## src/hdl/nbe_pkg.sv

```systemverilog
// noekeon block encrypt package: block type, round constants and round functions
`default_nettype none
package nbe_pkg;

    typedef logic [3:0][31:0] block_t;

    typedef struct packed {
        logic   valid;
        block_t data;
    } stage_t;

    typedef enum logic {
        REG_KEY_LOW  = 1'b0,
        REG_KEY_HIGH = 1'b1
    } reg_index_t;

    localparam int MAX_ROUNDS = 16;

    localparam logic [7:0] ROUND_CONST [0:MAX_ROUNDS] = '{
        8'h80, 8'h1b, 8'h36, 8'h6c, 8'hd8, 8'hab, 8'h4d, 8'h9a, 8'h2f,
        8'h5e, 8'hbc, 8'h63, 8'hc6, 8'h97, 8'h35, 8'h6a, 8'hd4
    };

    function automatic logic [31:0] mix8(input logic [31:0] x);
        return x ^ {x[7:0], x[31:8]} ^ {x[23:0], x[31:24]};
    endfunction

    function automatic block_t theta(input block_t k, input block_t w);
        block_t     r;
        logic [31:0] t;
        r = w;
        t = mix8(r[0] ^ r[2]);
        r[1] = r[1] ^ t;
        r[3] = r[3] ^ t;
        r = r ^ k;
        t = mix8(r[1] ^ r[3]);
        r[0] = r[0] ^ t;
        r[2] = r[2] ^ t;
        return r;
    endfunction

    function automatic block_t gamma(input block_t w);
        block_t      r;
        logic [31:0] t;
        r = w;
        r[1] = r[1] ^ (~r[3] & ~r[2]);
        r[0] = r[0] ^ (r[2] & r[1]);
        t    = r[3];
        r[3] = r[0];
        r[0] = t;
        r[2] = r[2] ^ r[0] ^ r[1] ^ r[3];
        r[1] = r[1] ^ (~r[3] & ~r[2]);
        r[0] = r[0] ^ (r[2] & r[1]);
        return r;
    endfunction

    function automatic block_t round_step(input block_t k, input block_t w,
                                          input logic [7:0] rc);
        block_t r;
        r = w;
        r[0] = r[0] ^ {24'h0, rc};
        r = theta(k, r);
        r[1] = {r[1][30:0], r[1][31]};
        r[2] = {r[2][26:0], r[2][31:27]};
        r[3] = {r[3][29:0], r[3][31:30]};
        r = gamma(r);
        r[1] = {r[1][0], r[1][31:1]};
        r[2] = {r[2][4:0], r[2][31:5]};
        r[3] = {r[3][1:0], r[3][31:2]};
        return r;
    endfunction

    function automatic block_t final_step(input block_t k, input block_t w,
                                          input logic [7:0] rc);
        block_t r;
        r = w;
        r[0] = r[0] ^ {24'h0, rc};
        return theta(k, r);
    endfunction

endpackage
`default_nettype wire

```

## src/hdl/nbe_out_cell.sv

```systemverilog
// noekeon block encrypt: final whitening cell and output register
`default_nettype none
module nbe_out_cell #(
    parameter int RND = 16
) (
    input  wire logic            clk,
    input  wire logic            rst_n,
    input  wire logic            advance,
    input  wire nbe_pkg::block_t key,
    input  wire nbe_pkg::stage_t prev,
    output nbe_pkg::stage_t      stage
);
    import nbe_pkg::*;

    logic   valid_reg;
    logic   valid_next;
    block_t data_reg;
    block_t data_next;

    always_comb
    begin
        valid_next = advance ? prev.valid : valid_reg;
        data_next  = advance ? final_step(key, prev.data, ROUND_CONST[RND]) : data_reg;
    end

    always_ff @(posedge clk or negedge rst_n)
    begin
        if (!rst_n)
        begin
            valid_reg <= 1'b0;
        end
        else
        begin
            valid_reg <= valid_next;
        end
    end

    always_ff @(posedge clk)
    begin
        data_reg <= data_next;
    end

    assign stage.valid = valid_reg;
    assign stage.data  = data_reg;

endmodule
`default_nettype wire

```

## config.mk

```make
export PLATFORM = sky130hd
export DESIGN_NAME = nbe_out_cell
export DESIGN_NICKNAME = d
export VERILOG_FILES = /design/src/hdl/nbe_pkg.sv /design/src/hdl/nbe_out_cell.sv
export SDC_FILE = /design/constraint.sdc
export NUM_CORES = 1
export LEC_CHECK = 0
export BUFFER_PORTS_ARGS = -buffer_cell sky130_fd_sc_hd__buf_2
export CORE_MARGIN = 3
export CORE_UTILIZATION = 41
export CTS_BUF_LIST = sky130_fd_sc_hd__clkbuf_8
export DETAILED_ROUTE_END_ITERATION = 10
export GPL_ROUTABILITY_DRIVEN = 0
export PLACE_DENSITY = 0.67
export SLEW_MARGIN = 25
export SYNTH_ARGS = -nofsm -noshare
export SYNTH_HDL_FRONTEND = slang
export SYNTH_SLANG_ARGS = --single-unit
```

## constraint.sdc

```tcl
create_clock -name clk -period 1 [get_ports clk]
set_clock_uncertainty 0.05 [all_clocks]
set_input_delay 0.05 -clock clk [delete_from_list [all_inputs] [get_ports clk]]
set_output_delay 0.05 -clock clk [all_outputs]
set_load 0.05 [all_outputs]
```

Word-level counts from Yosys, hierarchy flattened
Index checks and enable logic that the tools add are counted.
Widths: inputs -> output; s select.
Storage, ports and cells
  bits of input ports: 260
  output and inout bits: 129
  register bits after elaboration: 129
  logic and storage cells: 17
Operators by class
  bitwise gates (word level): 12
Operators with widths (number)
  $xor 32x32->32: 10
  $xor 128x128->128: 1
  $not 4->4: 1

Logic depth before layout (Yosys ltp)
  depth in word-level cells: 10
  depth in mapped cells: 3
  mapped depth without buffers: 3

Worst setup path before layout
No wires, ideal clock.
  path kind: input -> register
  from: input prev[42] (netlist bit)
  to: register data_reg (netlist bit stage[2]) (data pin)
  stages: 3
  required time: 0.681 ns
  data arrival time: 0.906 ns
  path slack: -0.225 ns
  path buffers: 0
  library setup time: 0.269 ns
  cells stage by stage: xnor2_4 > xnor3_1 > xor3_1
Between the ends
  longest elaborated chain between the ends: 6
Ends and longest elaborated chain
  from (decl): RTL line nbe_out_cell.sv:10  | input wire nbe_pkg::stage_t prev,
  $xor 32x32->32: RTL line nbe_pkg.sv:33  | r[1] = r[1] ^ t;
  $xor 128x128->128: RTL line nbe_pkg.sv:35  | r = r ^ k;
  $xor 32x32->32: RTL line nbe_pkg.sv:36  | t = mix8(r[1] ^ r[3]);
  $xor 32x32->32 (2 in series): RTL line nbe_pkg.sv:25  | return x ^ {x[7:0], x[31:8]} ^ {x[23:0], x[31:24]};
  $xor 32x32->32: RTL line nbe_pkg.sv:37  | r[0] = r[0] ^ t;
  to (signal assigned): RTL line nbe_out_cell.sv:40  | data_reg <= data_next;
  to (decl): RTL line nbe_out_cell.sv:17  | block_t data_reg;
No other way between the ends.
A chain may end at the register's enable or synchronous reset.

Final worst setup path
  from: register data_reg (netlist bit stage[64])
  to: output stage[64] (netlist bit)
RTL lines
  to (decl): RTL line nbe_out_cell.sv:11  | output nbe_pkg::stage_t stage
No word-level cell between the ends.

==> out/qor.yml <==
yosys:
  yosys_warnings: 0
  syn_area_mm2: 0.0115
  yosysTopAreaCellShare_pct: 33.5
  synth_edf_count: 128
  netlist_top_cells_area: "edfxtp_1, xnor3_1, xnor2_4"
  async_reset_ff_share_pct: 0.775
  synthTopCellsByCount: "xnor3_1, xnor2_1, edfxtp_1, xnor2_4, xnor2_2"
  synth_cells: 549
  synth_ff_type: "edfxtp_1"
  synth_most_common_cell: "xnor3_1"
  syn-num-nets: 809
  synthDistinctLibCells: 11
  synth-seq-cells: 129
  yosysTopAreaCell: "edfxtp_1"
  synth_area_per_cell_um2: 20.9
  seq_area_frac_synth_pct: 33.7
pwr:
  peakVddDrop_v: 0.00145
  sw_frac_of_total_pct: 40.1
  finalPower_uw: 35800
  power_frac_seq_pct: 26.8
  p_leak_uw: 0.00777
  p_comb_share_pct: 61.5
  clkPwrFrac_pct: 11.6
  internal_power_uw: 21500
  p_switching_uw: 14400
  p_per_area_mw_per_mm2: 2150
worst_setup_path:
  path_depth: 1
  path_class: "reg2out"
  start_kind: "flop"
  cp.required_ns: 0.90
  r2r_start: "valid_reg"
  cp_slowest_cell: "edfxtp_1"
  path_delay_family: "flip-flops"
  cpPeakStageDelay_ns: 0.43
  r2r-end: "valid_reg"
  r2r_setup_slack_ns: 0.18
  r2r_cells: 1
  cp_cell_sequence: "buf_6"
  cp-end-kind: "output port"
  arrival_ns: 1.05
  crit_end: "stage[64]"
  path_buf_inv: 1
  cp-startpoint: "stage[64]"
  path_max_fanout: 1
clock_tree:
  numCtsBuffers: 17
  cts-root-buf: "clkbuf_8"
  clk_pin_slew_ns: 0.09
  clockBufferDepth: 2
  clock_latency_ns: 0.44
  cts_max_level: 4
  cts.sinks: 129
  cts_tree: "yes"
grt:
  grtUsageTotal_pct: 17.0
  antenna_found_initial: 4
  grt_pass1_vias: 6933
  grt_pass1_wl_um: 38900
  overflow: 0
  grt_max_degree: 28
worst_hold_path:
  min_from: "prev[46]"
  whs_path_depth: 3
  hold_path_class: "in2reg"
die:
  io_pins: 389
  coreArea_mm2: 0.0273
  start_util_pct: 42.1
  row_count: 60
  die_h_um: 173
  fp.dieW_um: 173
  die-area_mm2: 0.0300
sta:
  setup_slack_ns: -0.148
  finalCritPeriodShare_pct: 115
  tightest_slew_ns: 0.319
  hold_viol: 0
  finalCriticalPeriod_ns: 1.15
  setup_viol: 141
  grt_setup_unrepaired: "true"
  fin_setup_tns_ns: -12.29
  slew_viol_final: 0
  slew_headroom_pct: 78.7
  timing.fmax_mhz: 871
placed_design:
  place_ws_ns: -0.566
  place_area_mm2: 0.0151
  portBuffers: 388
  dpl.hpwl_um: 20900
routing:
  vias: 6310
  wl_per_cell_um: 17.2
  drc_errors: 0
  dr.first_iter.drc_count: 259
  drt-pass1-iter-count: 6
  viasPerCell: 4.30
  wirelength_um: 25200
  ant_nets: 0
outcome:
  violations: "negative setup slack"
  status: "finished, violations left"
cells_and_area:
  fin_nets: 1341
  drive_above_1_share_pct: 60.1
  design_area_mm2: 0.0167
  syn2layout_area_growth_pct: 45.2
  largest_register_ffs: 128
run:
  maxCapViolations: 0
## routing by layer
| layer | share of wire, % | wire (um) | up-vias | global-route usage, % |
|---|---|---|---|---|
| met4 | 1.9 | 473 | 6 | 5.00 |
| li1 | - | - | 3022 | - |
| met2 | 54 | 13700 | 253 | 30.8 |
| met3 | 8.6 | 2170 | 29 | 6.37 |
| met5 | 0.11 | 28 | - | 0 |
| met1 | 35 | 8920 | 3000 | 18.6 |
## layout by cell type (no fill, tap or decap), types with 9 or more instances in the layout
| cell | count |
|---|---|
| buf_4 | 103 |
| xnor2_4 | 102 |
| clkbuf_8 | 17 |
| buf_12 | 9 |
| xnor2_1 | 128 |
| edfxtp_1 | 128 |
| buf_6 | 145 |
| xor3_1 | 9 |
| buf_2 | 246 |
| xnor3_1 | 151 |
## metrics by stage
step	instances	hold WS [ns]	util (%)
2_1_floorplan	549	-0.296	-
3_3_place_gp	1413	-0.225	55.3
3_5_place_dp	1413	-0.225	55.3
4_1_cts	1457	0.0275	60.4
5_1_grt	1466	0.0461	61.2
6_report	1466	0.0577	61.2
## worst min path at each step
stage                 endpoint  slack [ns]
global route         stage[46]        0.05
floorplan            valid_reg       -0.30
global placement     valid_reg       -0.22
finish               stage[46]        0.06
detailed placement   valid_reg       -0.22
CTS                 stage[122]        0.03
## what timing repair did
item	in CTS	in global routing
setup endpoints to repair	133	239
hold endpoints to repair	10	0
resized for setup	277	27
setup buffers	6	8
hold buffers	8	0
cloned	0	0
pin swaps	13	23
## power by group through the flow
stage               clock [uW]  sequential (uW)  combinational (uW)
floorplan                    0            15700                8410
global placement             0             9250               19500
detailed placement           0             9260               19700
CTS                       4320             9650               22100
global route              4550             9790               23000
finish                    4170             9620               22100
## cells by family after synthesis
| family | after synthesis | synth area share, % |
|---|---|---|
| mux | 1 | 0.0981 |
| buf+inv | 1 | 0.0654 |
| xor+xnor | 418 | 66.1 |
| flops | 129 | 33.7 |
## final cells by class
type,count,area (um2)
flip-flops and latches,129,3870
multi-input cells,419,8040
diodes,1,2.50
repair buffers,514,3940
well taps,372,465
clock inverters,14,119
fillers,2039,10600
clock buffers,17,234
Power figures use the tool's default switching activity.
