`config.mk`:
```
export PLATFORM = sky130hd
export DESIGN_NAME = nbe_round_cell
export DESIGN_NICKNAME = d
export VERILOG_FILES = /design/src/hdl/nbe_pkg.sv /design/src/hdl/nbe_round_cell.sv
export SDC_FILE = /design/constraint.sdc
export NUM_CORES = 1
export LEC_CHECK = 0
export BUFFER_PORTS_ARGS = -buffer_cell sky130_fd_sc_hd__buf_4
export CORE_MARGIN = 5
export CORE_UTILIZATION = 45
export CTS_BUF_LIST = sky130_fd_sc_hd__clkbuf_8
export CTS_CLUSTER_SIZE = 20
export DETAILED_ROUTE_END_ITERATION = 8
export HOLD_SLACK_MARGIN = 0.05
export MAX_ROUTING_LAYER = met4
export PLACE_DENSITY = 0.72
export SLEW_MARGIN = 10
export SYNTH_ARGS = -nofsm -noshare
export SYNTH_HDL_FRONTEND = slang
export SYNTH_SLANG_ARGS = --single-unit
```
`constraint.sdc`:
```
create_clock -name clk -period 0.8 [get_ports clk]
set_input_delay 0.16 -clock clk [delete_from_list [all_inputs] [get_ports clk]]
set_output_delay 0.16 -clock clk [all_outputs]
set_load 0.05 [all_outputs]
```
`src/hdl/nbe_pkg.sv`:
```
// noekeon block encrypt package: block type, round constants and round functions
`default_nettype none
package nbe_pkg;

    typedef logic [3:0][31:0] block_t;

    typedef struct packed {
        logic   valid;
        block_t data;
    } stage_t;

    typedef enum logic {
        REG_KEY_LOW  = 1'b0,
        REG_KEY_HIGH = 1'b1
    } reg_index_t;

    localparam int MAX_ROUNDS = 16;

    localparam logic [7:0] ROUND_CONST [0:MAX_ROUNDS] = '{
        8'h80, 8'h1b, 8'h36, 8'h6c, 8'hd8, 8'hab, 8'h4d, 8'h9a, 8'h2f,
        8'h5e, 8'hbc, 8'h63, 8'hc6, 8'h97, 8'h35, 8'h6a, 8'hd4
    };

    function automatic logic [31:0] mix8(input logic [31:0] x);
        return x ^ {x[7:0], x[31:8]} ^ {x[23:0], x[31:24]};
    endfunction

    function automatic block_t theta(input block_t k, input block_t w);
        block_t     r;
        logic [31:0] t;
        r = w;
        t = mix8(r[0] ^ r[2]);
        r[1] = r[1] ^ t;
        r[3] = r[3] ^ t;
        r = r ^ k;
        t = mix8(r[1] ^ r[3]);
        r[0] = r[0] ^ t;
        r[2] = r[2] ^ t;
        return r;
    endfunction

    function automatic block_t gamma(input block_t w);
        block_t      r;
        logic [31:0] t;
        r = w;
        r[1] = r[1] ^ (~r[3] & ~r[2]);
        r[0] = r[0] ^ (r[2] & r[1]);
        t    = r[3];
        r[3] = r[0];
        r[0] = t;
        r[2] = r[2] ^ r[0] ^ r[1] ^ r[3];
        r[1] = r[1] ^ (~r[3] & ~r[2]);
        r[0] = r[0] ^ (r[2] & r[1]);
        return r;
    endfunction

    function automatic block_t round_step(input block_t k, input block_t w,
                                          input logic [7:0] rc);
        block_t r;
        r = w;
        r[0] = r[0] ^ {24'h0, rc};
        r = theta(k, r);
        r[1] = {r[1][30:0], r[1][31]};
        r[2] = {r[2][26:0], r[2][31:27]};
        r[3] = {r[3][29:0], r[3][31:30]};
        r = gamma(r);
        r[1] = {r[1][0], r[1][31:1]};
        r[2] = {r[2][4:0], r[2][31:5]};
        r[3] = {r[3][1:0], r[3][31:2]};
        return r;
    endfunction

    function automatic block_t final_step(input block_t k, input block_t w,
                                          input logic [7:0] rc);
        block_t r;
        r = w;
        r[0] = r[0] ^ {24'h0, rc};
        return theta(k, r);
    endfunction

endpackage
`default_nettype wire

```
`src/hdl/nbe_round_cell.sv`:
```
// noekeon block encrypt: one round cell of the pipeline chain
`default_nettype none
module nbe_round_cell #(
    parameter int RND = 0
) (
    input  wire logic            clk,
    input  wire logic            rst_n,
    input  wire logic            advance,
    input  wire nbe_pkg::block_t key,
    input  wire nbe_pkg::stage_t prev,
    output nbe_pkg::stage_t      stage
);
    import nbe_pkg::*;

    logic   valid_reg;
    logic   valid_next;
    block_t data_reg;
    block_t data_next;

    always_comb
    begin
        valid_next = advance ? prev.valid : valid_reg;
        data_next  = advance ? round_step(key, prev.data, ROUND_CONST[RND]) : data_reg;
    end

    always_ff @(posedge clk or negedge rst_n)
    begin
        if (!rst_n)
        begin
            valid_reg <= 1'b0;
        end
        else
        begin
            valid_reg <= valid_next;
        end
    end

    always_ff @(posedge clk)
    begin
        data_reg <= data_next;
    end

    assign stage.valid = valid_reg;
    assign stage.data  = data_reg;

endmodule
`default_nettype wire

```
==> reports/metrics.csv, run 1 <==
metric,value,unit
cts_buffer_depth,2,
synth.most_common_cell,xnor2_1,
synth.area.top_cells,"xnor2_1 33%, edfxtp_1 33%, xor2_1 9.0%",
yosysUniqueCellTypes,27,
cts_made_buffers,17,
clock_sinks,129,
start_util,45.4,%
dp_hpwl,36100,um
grt_max_degree,27,
syn_nets,1294,
haltStage,global routing (5_1_grt),
synth_area_leader_cell,xnor2_1,
detailed_place.area,20900,um^2
ys_async_sr_fraction,0.775,%
first-error,"[ERROR DPL-0038] Utilization greater than 100%, impossible to legalize",
avgSynthCellArea,11.7,um^2
synthTopCellsByCount,"443 x xnor2_1, 128 x edfxtp_1, 120 x xor2_1",
port_buffers,388,
grt-worst-endpoint,stage[23]$_DFFE_PP_/D,
seq_area_frac_synth,33.0,%
placed_cells,2249,
row_count,59,
die_height,171,um
gp_congestion,0.902,
synth-seq-cells,129,
synth_top_area_share,33.1,%
netlist_area,11700,um^2
worstEpCategory,register data pin,
die_x,171,um
synth-main-ff-cell,edfxtp_1,
syn_inst,1002,
root_buffer,clkbuf_8,
status,stopped before the end,
ys_warn_count,0,
htreeDepth,4,
synth_edf_count,128,
io_pins,389,
## what timing repair did
action,in CTS
gates cloned,0
gates resized for setup,434
setup endpoints to repair,257
hold buffers,3
buffers inserted,157
pin swaps,267
hold endpoints to repair,2
## stage by stage
step                hold slack [ns]  setup WS [ns]  utilization, %  TNS (ns)
floorplan                    -0.136          -1.91               -   -201.62
global placement            -0.0652          -2.16            81.0   -263.52
detailed placement          -0.0621          -2.23            81.0   -269.92
CTS                           0.157          -1.69            94.6   -232.19
## kinds of logic after synthesis
group | after synthesis | synth area share [%]
compound gates | 62 | 3.22
xor+xnor | 632 | 54.1
fa+ha+maj | 32 | 3.42
buf+inv | 32 | 1.06
flops | 129 | 33.0
mux | 17 | 1.70
simple gates | 98 | 3.50
==> run 2, diff against run 1 <==
Settings changed: CORE_UTILIZATION 45 to 30, CTS_BUF_LIST sky130_fd_sc_hd__clkbuf_8 to unset, CTS_CLUSTER_SIZE 20 to unset, HOLD_SLACK_MARGIN 0.05 to unset, MAX_ROUTING_LAYER met4 to unset, PLACE_DENSITY 0.72 to unset, PLACE_DENSITY_LB_ADDON set to 0.15.
==> reports/metrics.csv, run 2 <==
metric,value,unit
gp_congestion,0.822,
hold_class,primary input to asynchronous set/reset pin,
cts_made_buffers,17,
via_per_inst,4.20,
seq_area_frac_synth,33.0,%
final_cells,2582,
hold_viol,0,
avgSynthCellArea,11.7,um^2
peakVddDrop,2.37,mV
slew_headroom,60.5,%
grt_antenna_before_repair,0,
synth.area.top_cells,"xnor2_1 33%, edfxtp_1 33%, xor2_1 9.0%",
io_pins,389,
drtPass1Iterations,5,
syn_inst,1002,
routedWlPerCell,17.6,um
ys_async_sr_fraction,0.775,%
timing.final.crit_share,315,%
power_density,5420,nW/um^2
netlist_area,11700,um^2
grt_util_all_layers,20.3,%
cts_buffer_depth,2,
die_x,208,um
p_leak,11.3,nW
drt_iter0_drc,275,
mostFrequentLayoutCells,"765 x buf_4, 260 x xnor2_1, 221 x buf_6, 128 x edfxtp_1, 112 x xnor2_2",
detailedPlace.worstSlack,-2.26,ns
cts_tree,built,
fin_hold_ws,0.0435,ns
postRouteAntennaNets,0,
largest_reg_flops,128,
die_height,208,um
finalSetupViolCount,257,
finalSetupTns,-231.61,ns
crit_type,primary input to flop,
antenna_cells,0,
port_buffers,388,
multi_input_area,11700,um^2
cp-start-kind,primary input,
synth-seq-cells,129,
synth.most_common_cell,xnor2_1,
period_needed,2.52,ns
rsz0062_at_grt,yes,
synthTopCellsByCount,"443 x xnor2_1, 128 x edfxtp_1, 120 x xor2_1",
final-seq-area,3870,um^2
synth_edf_count,128,
synth_top_area_share,33.1,%
yosysUniqueCellTypes,27,
ys_warn_count,0,
timing.critical_path.fanout_max,3,
status,"finished, violations left",
drive_gt1_share,73.3,%
worst_pin_slew,0.588,ns
num_vias,10856,
grt_pass1_vias,11690,
start_util,30.3,%
placed_cells,2439,
fin_ws,-1.72,ns
wirelength,45600,um
arrival,2.71,ns
nNetsFinal,2346,
htreeDepth,4,
maxCapViolations,0,
drc_errors,0,
grt_pass1_wl,66600,um
n_fill_cell,2839,
cp.required,0.99,ns
timing.fmax,0.397,GHz
synth_area_leader_cell,xnor2_1,
dieArea,43100,um^2
row_count,72,
synthToLayoutAreaGrowth,121,%
insertion_delay,0.43,ns
violations,setup timing,
dp_hpwl,36700,um
final_max_slew_viol_count,0,
clk_pin_slew,0.06,ns
finClkSkew,0,ns
root_buffer,clkbuf_16,
synth-main-ff-cell,edfxtp_1,
clock_sinks,129,
syn_nets,1294,
core,38600,um^2
endpoint_kind,flop,
grt_max_degree,43,
layout_commonest_cell,buf_4,
overflow,0,
[run 2: cell counts after synthesis]
Identical to the previous run, type by type.
[run 2: layout make-up]
type / instances / area share (%)
inverter: 31 / 0.594
sequential: 129 / 14.9
clock buffer: 19 / 1.67
tap: 518 / 2.50
clock inverter: 10 / 0.372
multi-input combinational: 841 / 45.2
timing repair buffer: 1034 / 34.7
[run 2: worst paths after layout]
path,startpoint,endpoint,slack (ns),cells past startpoint
setup / recovery,key[99],stage[16],-1.72,13
hold / removal,rst_n,valid_reg,0.04,2
setup reg to reg,valid_reg,valid_reg,0.04,1
hold reg to reg,valid_reg,valid_reg,0.54,1
max in group asynchronous,rst_n,valid_reg,0.68,2
min in group clk,advance,stage[30],0.12,2
[run 2: cells by family after synthesis]
group | Yosys count | share of synthesized area (%)
buffers and inverters | 32 | 1.06
XOR/XNOR | 632 | 54.1
adder cells (fa/ha/maj) | 32 | 3.42
flip-flops | 129 | 33.0
AND/OR/NAND/NOR | 98 | 3.50
AO/OA/AOI/OAI | 62 | 3.22
multiplexers | 17 | 1.70
[run 2: what timing repair did]
action / CTS / global route
hold buffers: 3 / 0
buffers inserted: 106 / 63
pin swaps: 233 / 197
hold endpoints to repair: 3 / 0
gates resized for setup: 388 / 210
setup endpoints to repair: 257 / 257
[run 2: metrics by stage]
stage	instance area [um^2]	power (mW)	utilization (%)
5_1_grt	25900	148	67.0
2_1_floorplan	13600	73.2	-
6_report	25900	140	67.0
3_5_place_dp	21300	109	55.0
4_1_cts	24300	130	63.0
3_3_place_gp	21300	108	55.0
[run 2: worst max-delay path, stage by stage]
cell and delay [ns]:
buf_8 0.10, xnor2_4 0.19, xnor2_2 0.15, buf_4 0.16, xor3_2 0.46, xor2_2 0.23
buf_6 0.16, inv_4 0.04, ha_4 0.22, xor2_2 0.18, xnor2_2 0.20, mux2_4 0.33
xnor2_1 0.12
[run 2: power breakdown]
| group | internal, mW | switching (mW) | leakage [nW] |
|---|---|---|---|
| Sequential | 15.3 | 1.81 | 1.26 |
| Combinational | 61.8 | 53.8 | 9.80 |
| Clock | 4.46 | 3.04 | 0.264 |
| Total | 81.5 | 58.7 | 11.3 |
[run 2: metal layers]
layer / part of all wire (%) / track usage, %
met3: 4.6 / 3.94
met4: 1.2 / 3.90
met2: 55 / 37.7
met1: 40 / 24.6
met5: 0 / 0
No activity file was read; power rests on OpenSTA's default activity.
==> run 3, diff against run 2 <==
Settings changed: PLACE_DENSITY set to 0.56, PLACE_DENSITY_LB_ADDON 0.15 to unset.
==> reports/metrics.csv, run 3 (same netlist as run 2, synthesis figures left out) <==
metric,value,unit
intPower,81.8,mW
insertion_delay,0.43,ns
grt_pass1_vias,11906,
wirelength,45000,um
path_cells,"buf_8, xnor2_4, xnor2_4, buf_6, xnor3_2, xor2_4, inv_2, ha_4, xor2_2, xnor2_2, mux2_4, xnor2_2",
period_needed,2.50,ns
met2_usage,36.3,%
drc_errors,0,
grt_antenna_before_repair,0,
die_x,208,um
layout_commonest_cell,buf_4,
power_density,5420,nW/um^2
critical_path.top_delay_family,XOR/XNOR gates,
peakVddDrop,2.82,mV
p_leak,11.3,nW
finClkSkew,0,ns
worst_pin_slew,0.610,ns
arrival,2.69,ns
overflow,0,
dieArea,43100,um^2
cp.required,0.99,ns
port_buffers,388,
p_sw,58.0,mW
start_util,30.3,%
htreeDepth,4,
nNetsFinal,2345,
final-seq-area,3870,um^2
r2r_cells,1,
n_fill_cell,2893,
drive_gt1_share,72.5,%
clk_pin_slew,0.06,ns
hold_viol,0,
dp_hpwl,36600,um
multi_input_area,11500,um^2
clock_sinks,129,
final_max_slew_viol_count,0,
via_per_inst,4.18,
core,38600,um^2
postRouteAntennaNets,0,
pwr-share-seq,12.1,%
grt_pass1_wl,66700,um
fin_hold_ws,0.0365,ns
crit_type,primary input to flop,
rr_startpoint,valid_reg,
row_count,72,
root_buffer,clkbuf_16,
hold_class,primary input to asynchronous set/reset pin,
grt_busiest_layer,met2,
worst_path_largest_cell_delay,0.43,ns
antenna_cells,0,
p_comb_share,81.3,%
timing.fmax,0.400,GHz
grt_use_met3,4.81,%
endpoint_kind,flop,
met1_usage,24.0,%
r2r_setup_slack,0.04,ns
timing.critical_path.fanout_max,3,
die_height,208,um
cts_buffer_depth,2,
grt_util_all_layers,20.2,%
fin_ws,-1.70,ns
io_pins,389,
slew_headroom,59.0,%
p_clk_share,6.5,%
drtPass1Iterations,4,
num_vias,10810,
gp_congestion,0.854,
maxCapViolations,0,
synthToLayoutAreaGrowth,120,%
routedWlPerCell,17.4,um
grt_max_degree,30,
status,"finished, violations left",
detailed_place.area,21400,um^2
path_buf_inv,3,
finalSetupViolCount,257,
rsz0062_at_grt,yes,
mostFrequentLayoutCells,"762 x buf_4, 274 x xnor2_1, 220 x buf_6, 128 x edfxtp_1, 98 x xnor2_2",
violations,setup timing,
cp-start-kind,primary input,
final_area,25800,um^2
p_sw_share,41.5,%
cts_made_buffers,17,
cts_tree,built,
rr_endpoint,valid_reg,
cp_slowest_cell,xnor3_2,
largest_reg_flops,128,
drt_iter0_drc,279,
timing.final.crit_share,313,%
run 3: cell count changes in the layout (fill, tap and decap cells not counted), sizes merged:
cell	previous run	this run
clkinv	8	6
dlygate4sd3	3	2
clkinvlp	0	3
clkbuf	19	17
bufinv	2	6
run 3: how the worst max path moves through the flow:
stage	depth (start not counted)	endpoint	slack, ns	from
after floorplan	10	stage[2]	-1.91	key[61]
after global placement	12	stage[21]	-2.21	prev[120]
after detailed placement	12	stage[31]	-2.23	prev[58]
after CTS	12	stage[13]	-1.69	prev[48]
after global routing	12	stage[19]	-1.76	prev[54]
final	12	stage[19]	-1.70	prev[54]
run 3: layout make-up:
type | count | share of cell area [%]
multi-input combinational | 841 | 44.5
timing repair buffer | 1033 | 34.9
sequential | 129 | 15.0
tap | 518 | 2.51
clock buffer | 17 | 1.65
clock inverter | 15 | 0.931
inverter | 31 | 0.558
run 3: what timing repair did:
item                                   4_1_cts  5_1_grt
endpoints found under the hold margin        2        0
hold buffers                                 2        0
resized for setup                          416      156
setup buffers                              115       42
setup endpoints to repair                  257      257
pin swaps                                  266      159
run 3: layer usage:
layer / wire length (um) / vias to the layer above / part of all wire, %
met5: 0 / - / 0
met4: 925 / 0 / 2.1
met3: 2360 / 42 / 5.2
met2: 24100 / 265 / 53
met1: 17700 / 5187 / 39
li1: - / 5316 / -
run 3: stage by stage:
stage                     worst slack [ns]  setup TNS [ns]  std cells  total power, mW  util, %
after global routing                 -1.76         -243.74       2584              148     66.8
after CTS                            -1.69         -231.20       2560              133     64.0
after floorplan                      -1.91         -201.62       1002             73.2        -
after detailed placement             -2.23         -268.13       2453              109     55.3
after global placement               -2.21         -266.54       2453              108     55.3
final                                -1.70         -228.25       2584              140     66.8
run 3: power by group through the flow:
stage,Combinational [mW],Clock (mW),Sequential (mW)
6_report,114,9.10,17.0
2_1_floorplan,44.6,0,28.6
5_1_grt,121,9.57,17.3
3_5_place_dp,92.7,0,16.4
3_3_place_gp,91.7,0,16.4
4_1_cts,106,9.30,17.0
